==> src/rtl/core/vpp_pkg.sv <==
// ----------------------------------------------------------------------------
// vpp_pkg
// shared types and constants of the perspective projection / viewport block
// ----------------------------------------------------------------------------
`default_nettype none

package vpp_pkg;

    // configuration port
    localparam int CFG_DATA_W = 64;
    localparam int CFG_IDX_W  = 3;

    // register indexes
    typedef enum logic [CFG_IDX_W-1:0] {
        REG_ROW_X  = 3'd0,
        REG_ROW_Y  = 3'd1,
        REG_ROW_W  = 3'd2,
        REG_WIDTH  = 3'd3,
        REG_HEIGHT = 3'd4
    } cfg_reg_t;

    // coefficient lanes inside a row register
    localparam int LANE_W     = 16;
    localparam int NUM_LANES  = 4;
    localparam int NUM_ROWS   = 3;
    localparam int COORD_FRAC = 16;

    // viewport and pixel formats
    localparam int DIM_W = 13;
    localparam int PIX_W = 16;
    localparam logic signed [PIX_W-1:0] PIX_MAX = 16'sh7fff;
    localparam logic signed [PIX_W-1:0] PIX_MIN = 16'sh8000;
    localparam logic [DIM_W-1:0] WIDTH_RESET  = 13'd640;
    localparam logic [DIM_W-1:0] HEIGHT_RESET = 13'd480;

    // quotient bits kept by the divider; larger quotients only flag overflow
    localparam int QUOT_W = 17;

    // side info that rides along with each division
    typedef struct packed {
        logic zero_w;
        logic neg;
    } vpp_tag_t;

endpackage

`default_nettype wire

==> src/rtl/core/vpp_div.sv <==
// ----------------------------------------------------------------------------
// vpp_div
// pipelined restoring divider, one quotient bit per stage, with overflow flag
// ----------------------------------------------------------------------------
`default_nettype none

module vpp_div #(
    parameter int NUM_W = 65,
    parameter int DEN_W = 51
) (
    input  wire logic                        aclk,
    input  wire logic                        aresetn,
    input  wire logic                        en,
    input  wire logic                        in_valid,
    input  wire logic [NUM_W-1:0]            num,
    input  wire logic [DEN_W-1:0]            den,
    input  wire vpp_pkg::vpp_tag_t           tag_in,
    output logic                             out_valid,
    output logic [vpp_pkg::QUOT_W-1:0]       quot,
    output logic                             ovf,
    output vpp_pkg::vpp_tag_t                tag_out
);

    localparam int QB    = vpp_pkg::QUOT_W;
    localparam int CMP_W = (NUM_W > DEN_W + QB) ? NUM_W : DEN_W + QB;

    // stage 0 holds the overflow check, stages 1..QB one quotient bit each
    logic                      valid_reg [QB+1];
    logic [DEN_W-1:0]          rem_reg   [QB+1];
    logic [QB-1:0]             low_reg   [QB+1];
    logic [QB-1:0]             q_reg     [QB+1];
    logic [DEN_W-1:0]          den_reg   [QB+1];
    logic                      ovf_reg   [QB+1];
    vpp_pkg::vpp_tag_t         tag_reg   [QB+1];

    logic [DEN_W-1:0]          rem_next  [QB+1];
    logic [QB-1:0]             low_next  [QB+1];
    logic [QB-1:0]             q_next    [QB+1];
    logic [DEN_W:0]            trial     [QB];
    logic                      ge        [QB];

    // first partial remainder and the restoring step of each quotient stage
    always_comb begin
        rem_next[0] = DEN_W'(num[NUM_W-1:QB]);
        low_next[0] = num[QB-1:0];
        q_next[0]   = '0;
        for (int s = 0; s < QB; s++) begin
            trial[s]      = {rem_reg[s], low_reg[s][QB-1]};
            ge[s]         = trial[s] >= {1'b0, den_reg[s]};
            rem_next[s+1] = ge[s] ? DEN_W'(trial[s] - {1'b0, den_reg[s]}) : DEN_W'(trial[s]);
            low_next[s+1] = {low_reg[s][QB-2:0], 1'b0};
            q_next[s+1]   = {q_reg[s][QB-2:0], ge[s]};
        end
    end

    // valid bits
    always_ff @(posedge aclk) begin
        if (!aresetn) begin
            for (int s = 0; s <= QB; s++) valid_reg[s] <= 1'b0;
        end else if (en) begin
            valid_reg[0] <= in_valid;
            for (int s = 0; s < QB; s++) valid_reg[s+1] <= valid_reg[s];
        end
    end

    // data path
    always_ff @(posedge aclk) begin
        if (en) begin
            den_reg[0] <= den;
            ovf_reg[0] <= CMP_W'(num) >= (CMP_W'(den) << QB);
            tag_reg[0] <= tag_in;
            for (int s = 0; s <= QB; s++) begin
                rem_reg[s] <= rem_next[s];
                low_reg[s] <= low_next[s];
                q_reg[s]   <= q_next[s];
            end
            for (int s = 0; s < QB; s++) begin
                den_reg[s+1] <= den_reg[s];
                ovf_reg[s+1] <= ovf_reg[s];
                tag_reg[s+1] <= tag_reg[s];
            end
        end
    end

    assign out_valid = valid_reg[QB];
    assign quot      = q_reg[QB];
    assign ovf       = ovf_reg[QB];
    assign tag_out   = tag_reg[QB];

endmodule

`default_nettype wire

==> config.mk <==
export PLATFORM = sky130hd
export DESIGN_NAME = vpp_div
export DESIGN_NICKNAME = d
export VERILOG_FILES = /design/src/rtl/core/vpp_pkg.sv /design/src/rtl/core/vpp_div.sv
export SDC_FILE = /design/constraint.sdc
export NUM_CORES = 2
export LEC_CHECK = 0
export BUFFER_PORTS_ARGS = -buffer_cell sky130_fd_sc_hd__buf_2
export CORE_MARGIN = 3
export CORE_UTILIZATION = 40
export DETAILED_ROUTE_END_ITERATION = 10
export GPL_TIMING_DRIVEN = 1
export REMOVE_ABC_BUFFERS = 1
export SLEW_MARGIN = 5
export SYNTH_ARGS = -nofsm -noshare
export SYNTH_HDL_FRONTEND = slang
export SYNTH_SLANG_ARGS = --single-unit
export TNS_END_PERCENT = 10
==> constraint.sdc <==
create_clock -name aclk -period 4 [get_ports aclk]
set_input_delay 0.2 -clock aclk [delete_from_list [all_inputs] [get_ports aclk]]
set_output_delay 0.2 -clock aclk [all_outputs]
set_load 0.01 [all_outputs]
* After elaboration in Yosys (flattened, before gate mapping)
Memories as Yosys holds them, arrays and structs flattened.
Index checks and enable logic that the tools add are counted.
** Word-level totals
- RAM bits :: 2520
- Word-level logic and storage cells :: 100
- Flip-flop bits (word level) :: 0
- Input bits :: 122
- Output and inout bits :: 21
- Memories kept :: 7
** Operators by class
- Order comparisons :: 18
- $add $sub $neg :: 17
- Bitwise logic cells :: 18
- Muxes and demuxes :: 40
** Memory list
- den_reg :: depth 18, width 51, read ports 17, clocked after Yosys merged registers in 0, wr ports 18, RTL line vpp_div.sv:32 : logic [DEN_W-1:0] den_reg [QB+1];
- rem_reg :: depth 18, width 51, read ports 17, clocked after Yosys merged registers in 0, wr ports 18, RTL line vpp_div.sv:29 : logic [DEN_W-1:0] rem_reg [QB+1];
- low_reg :: depth 18, width 17, read ports 17, clocked after Yosys merged registers in 0, wr ports 18, RTL line vpp_div.sv:30 : logic [QB-1:0] low_reg [QB+1];
- q_reg :: depth 18, width 17, read ports 18, clocked after Yosys merged registers in 0, wr ports 18, RTL line vpp_div.sv:31 : logic [QB-1:0] q_reg [QB+1];
- tag_reg :: depth 18, width 2, read ports 18, clocked after Yosys merged registers in 0, wr ports 18, RTL line vpp_div.sv:34 : vpp_pkg::vpp_tag_t tag_reg [QB+1];
- ovf_reg :: depth 18, width 1, read ports 18, clocked after Yosys merged registers in 0, wr ports 18, RTL line vpp_div.sv:33 : logic ovf_reg [QB+1];
- +1 memories
** Operator list (count)
- $ge A52 B51 Y1 :: 17
- $mux W51 :: 17
- $sub A51 B51 Y51 :: 17
- $ge A65 B68 Y1 :: 1
- $mux W1 :: 23
- $or A1 B1 Y1 :: 18

* Depth between registers and ports, before layout
- Depth in word-level cells :: 4
- Mapped depth :: 17
- Depth with buffers taken out :: 14

* Least setup slack after synthesis
No wires, ideal clock.
- Kind :: register to register
- Start point :: memory rem_reg[4][15]
- End point :: memory rem_reg[5][50], data pin
- Library setup time :: 262 ps
- Path buffers :: 1
- Setup slack :: 568 ps
- Arrival time :: 3170 ps
- Stages on the path, launching flop included :: 12
- Data required time :: 3738 ps
- Cells stage by stage :: edfxtp_1 > ha_1 > clkbuf_2 > nand4_1 > or4_1 > o31ai_1 > a311oi_2 > or3_1 > o31ai_2 > a41oi_1 > xnor2_1 > mux2_1
** RTL lines (RTL line)
- start, declared :: vpp_div.sv:29

==> flow_summary.json <==
{
  "vias_per_cell": 5.32,
  "num_vias": 91775,
  "met3_usage_pct": 1.99,
  "synth_cell_types": 99,
  "gr-usage-met2_pct": 43.0,
  "arrival_ns": 4.59,
  "synth-compound-area-share_pct": 16.8,
  "synthCells": 11737,
  "grt_pass1_wl_mm": 538,
  "largest_reg_flops": 867,
  "status": "complete, but fails checks",
  "cap_violations": 0,
  "synth_area_leaders": "edfxtp_1 51%, ha_1 9.2%, a21oi_1 4.2%, o21ai_0 3.7%, inv_1 3.4%",
  "path_buf_inv": 5,
  "die-area_um2": 317000,
  "power_density_nw_per_um2": 784,
  "drcViolationCount": 1,
  "synthArstFlopShare_pct": 0,
  "fp.coreArea_um2": 307000,
  "syn-cell-area_um2": 124000,
  "clkSinkCount": 2109,
  "synth_xor_xnor_area_share_pct": 5.08,
  "critPathTopFamily": "compound AO/OA/AOI/OAI gates",
  "synth-simple-area-share_pct": 10.7,
  "yosys_warnings": 0,
  "grt_max_degree": 119,
  "cts_tree": "yes",
  "synthFlopType": "edfxtp_1",
  "p_sw_mw": 44.6,
  "period_needed_ns": 3.97,
  "drv_slew": 0,
  "globalRouteMet1Util_pct": 20.7,
  "finalSetupViolations": 0,
  "clock_latency_ns": 0.87,
  "overflow": 0,
  "p_int_mw": 71.0,
  "clockRootBuffer": "clkbuf_16",
  "io_pins": 143,
  "final_layout_size_suffix_gt1_share_pct": 13.9,
  "power_frac_comb_pct": 49.2,
  "drt-initial-drc-count": 5326,
  "tightest_slew_ns": 1.02,
  "ir_worst_vdd_v": 0.000358,
  "grt_pass1_vias": 97328,
  "post_dp_cell_area_um2": 136000,
  "dp_hpwl_mm": 274,
  "synthMuxAreaShare_pct": 1.95,
  "crit_fanout": 17,
  "synth.largest_area_cell": "edfxtp_1",
  "cts-htree-levels": 5,
  "start_util_pct": 40.4,
  "swShare_pct": 38.6,
  "fin_crit_sh_pct": 99.4,
  "cp_slowest_cell": "o21ai_0",
  "cts_max_path_buffers": 4,
  "yosys.area.top_type_share_pct": 51.1,
  "hp-class": "input pin to flop",
  "routed_wl_mm": 349,
  "ys_seq_elements": 2109,
  "seqPwrFrac_pct": 30.4,
  "slew_headroom_pct": 31.7,
  "crit_required_ns": 4.61,
  "worstSetupPathType": "flop to flop",
  "antenna_left": 0,
  "fmax_mhz": 252,
  "cts_buffers": 271,
  "drtPass1Iterations": 9,
  "clkPwrFrac_pct": 20.4,
  "fp-row-count": 203,
  "power_mw": 116,
  "port-buffer-count": 142,
  "clkTransAtPathRegs_ns": 0.06,
  "wl_per_cell_um": 20.2,
  "fin_nets": 13980,
  "cpMostUsedCell": "buf_4",
  "grtUsageTotal_pct": 21.6,
  "critical_path.cell_chain": "ha_1, buf_4, nand3_1, o21ai_0, a221oi_1, buf_4, a21oi_2, a21oi_1, buf_4, o21ai_1, a31oi_4, buf_12, inv_1, mux2_2",
  "area_growth_syn_to_layout_pct": 18.9,
  "setup.worst_path.end_class": "flop",
  "avgSynthCellArea_um2": 10.6,
  "ys_seq_area_share_pct": 51.1,
  "worst_clock_skew_ns": 0.0378,
  "fin_area_um2": 147000,
  "synth_edf_count": 2109,
  "synthAdderAreaFrac_pct": 9.48,
  "fp.dieW_um": 563,
  "critPathLaunchType": "flop",
  "antenna_found_initial": 3,
  "rsz0062_at_grt": "true",
  "hold_violations": 0,
  "max_stage_delay_ns": 0.71,
  "synth_top_family_by_area": "compound AO/OA/AOI/OAI gates",
  "violations": "DRC",
  "gp_congestion": 0.949,
  "gr-max-usage-layer": "met2",
  "p_leak_nw": 61.6,
  "die_h_um": 563
}
## kinds of logic (layout without fill, tap and decap cells)
kind of cell	after synthesis	after routing
compound gates	3377	3377
mux	217	217
buf+inv	1574	2975
simple gates	2812	2812
other cells	0	14
xor+xnor	719	719
fa+ha+maj	929	929
flops	2109	2109
## path summary, 6_finish.rpt
check                 startpoint              end  slack, ns  cells past startpoint
hold reg to reg      q_reg[5][1]      q_reg[6][2]       0.40                      0
hold / removal           num[19]    rem_reg[0][2]       0.08                      2
setup / recovery  rem_reg[15][9]  rem_reg[16][26]       0.03                     14
setup reg to reg  rem_reg[15][9]  rem_reg[16][26]       0.03                     14
## cell usage in the layout (no fill, tap or decap), types with 45 or more instances in the layout
cell           synthesis  final
o31ai_1               71     64
clkbuf_1             350     64
inv_1               1126   1126
clkbuf_16              0    275
buf_12                 0     53
xor2_1               321    321
mux2_2               149    149
dlygate4sd3_1          0    223
nor3_1               128    127
mux2_1                48     48
o21ai_0              912    910
buf_4                  2    945
nand4_1              265    265
o21bai_1             146    143
o21a_1               113    113
nand2b_1              96     96
xnor2_1              398    398
edfxtp_1            2109   2109
nor2_1               571    570
a21o_1               510    510
buf_2                 72    141
a31oi_1              108    103
a21oi_1             1042   1031
a211oi_1              75     70
nand3_1              203    201
and3_1               103    103
nor2b_1              114    114
nand2_1             1074   1073
and2_1                47     45
ha_1                 913    911
## what timing repair did
action,in CTS,in global routing
cloned,0,1
pin swaps,0,8
gates resized for setup,16,54
setup buffers,0,0
endpoints found under the setup margin,59,295
hold buffers,223,0
endpoints found under the hold margin,158,0
## power by group through the flow
stage | logic (mW) | clock network [mW] | registers [mW]
floorplan | 36.4 | 0 | 34.1
global placement | 55.5 | 0 | 35.5
detailed placement | 56.0 | 0 | 35.5
CTS | 56.6 | 24.5 | 35.1
global route | 62.8 | 25.4 | 35.6
finish | 56.9 | 23.6 | 35.1
## per-layer routing
metal  vias up  part of all wire (%)
met3       996                   2.6
met5         -                     0
met1     43282                    35
met4         0                   7.9
li1      45357                     -
met2      2140                    55
## cell type report
type / instances / area, µm²
clock buffer: 338 / 7100
timing repair buffer: 1365 / 11100
antenna: 14 / 35.0
tap: 4100 / 5130
clock inverter: 144 / 1510
sequential: 2109 / 63300
fill: 27639 / 160000
inverter: 1128 / 4230
multi-input combinational: 8054 / 54900
## worst reg2reg max path: stages (launching register included)
cell and delay (ns):
edfxtp_1 0.42, ha_1 0.36, buf_4 0.15, nand3_1 0.16, o21ai_0 0.71, a221oi_1 0.21, buf_4 0.19, a21oi_2 0.18
a21oi_1 0.11, buf_4 0.16, o21ai_1 0.29, a31oi_4 0.16, buf_12 0.19, inv_1 0.12, mux2_2 0.33
## metrics by stage
step           hold WS (ns)  std cells  setup TNS [ns]  setup WS [ns]  util [%]
2_1_floorplan         0.299      11291         -478.57          -2.43         -
3_3_place_gp          0.380      16532          -0.848         -0.277      44.3
3_5_place_dp          0.382      16532           -1.07         -0.369      44.3
4_1_cts             0.00220      17237               0        0.00256      47.9
5_1_grt              0.0261      17251          -0.268        -0.0582      48.0
6_report             0.0773      17252               0         0.0251      48.0
## cell usage after synthesis (all sizes together), types with 266 or more instances
cell / number
a21oi: 1044
xnor2: 398
xor2: 321
a21o: 510
o21ai: 943
inv: 1128
nand4: 266
nor2: 571
edfxtp: 2109
ha: 913
clkbuf: 354
nand2: 1074
(Power assumes the default switching activity.)
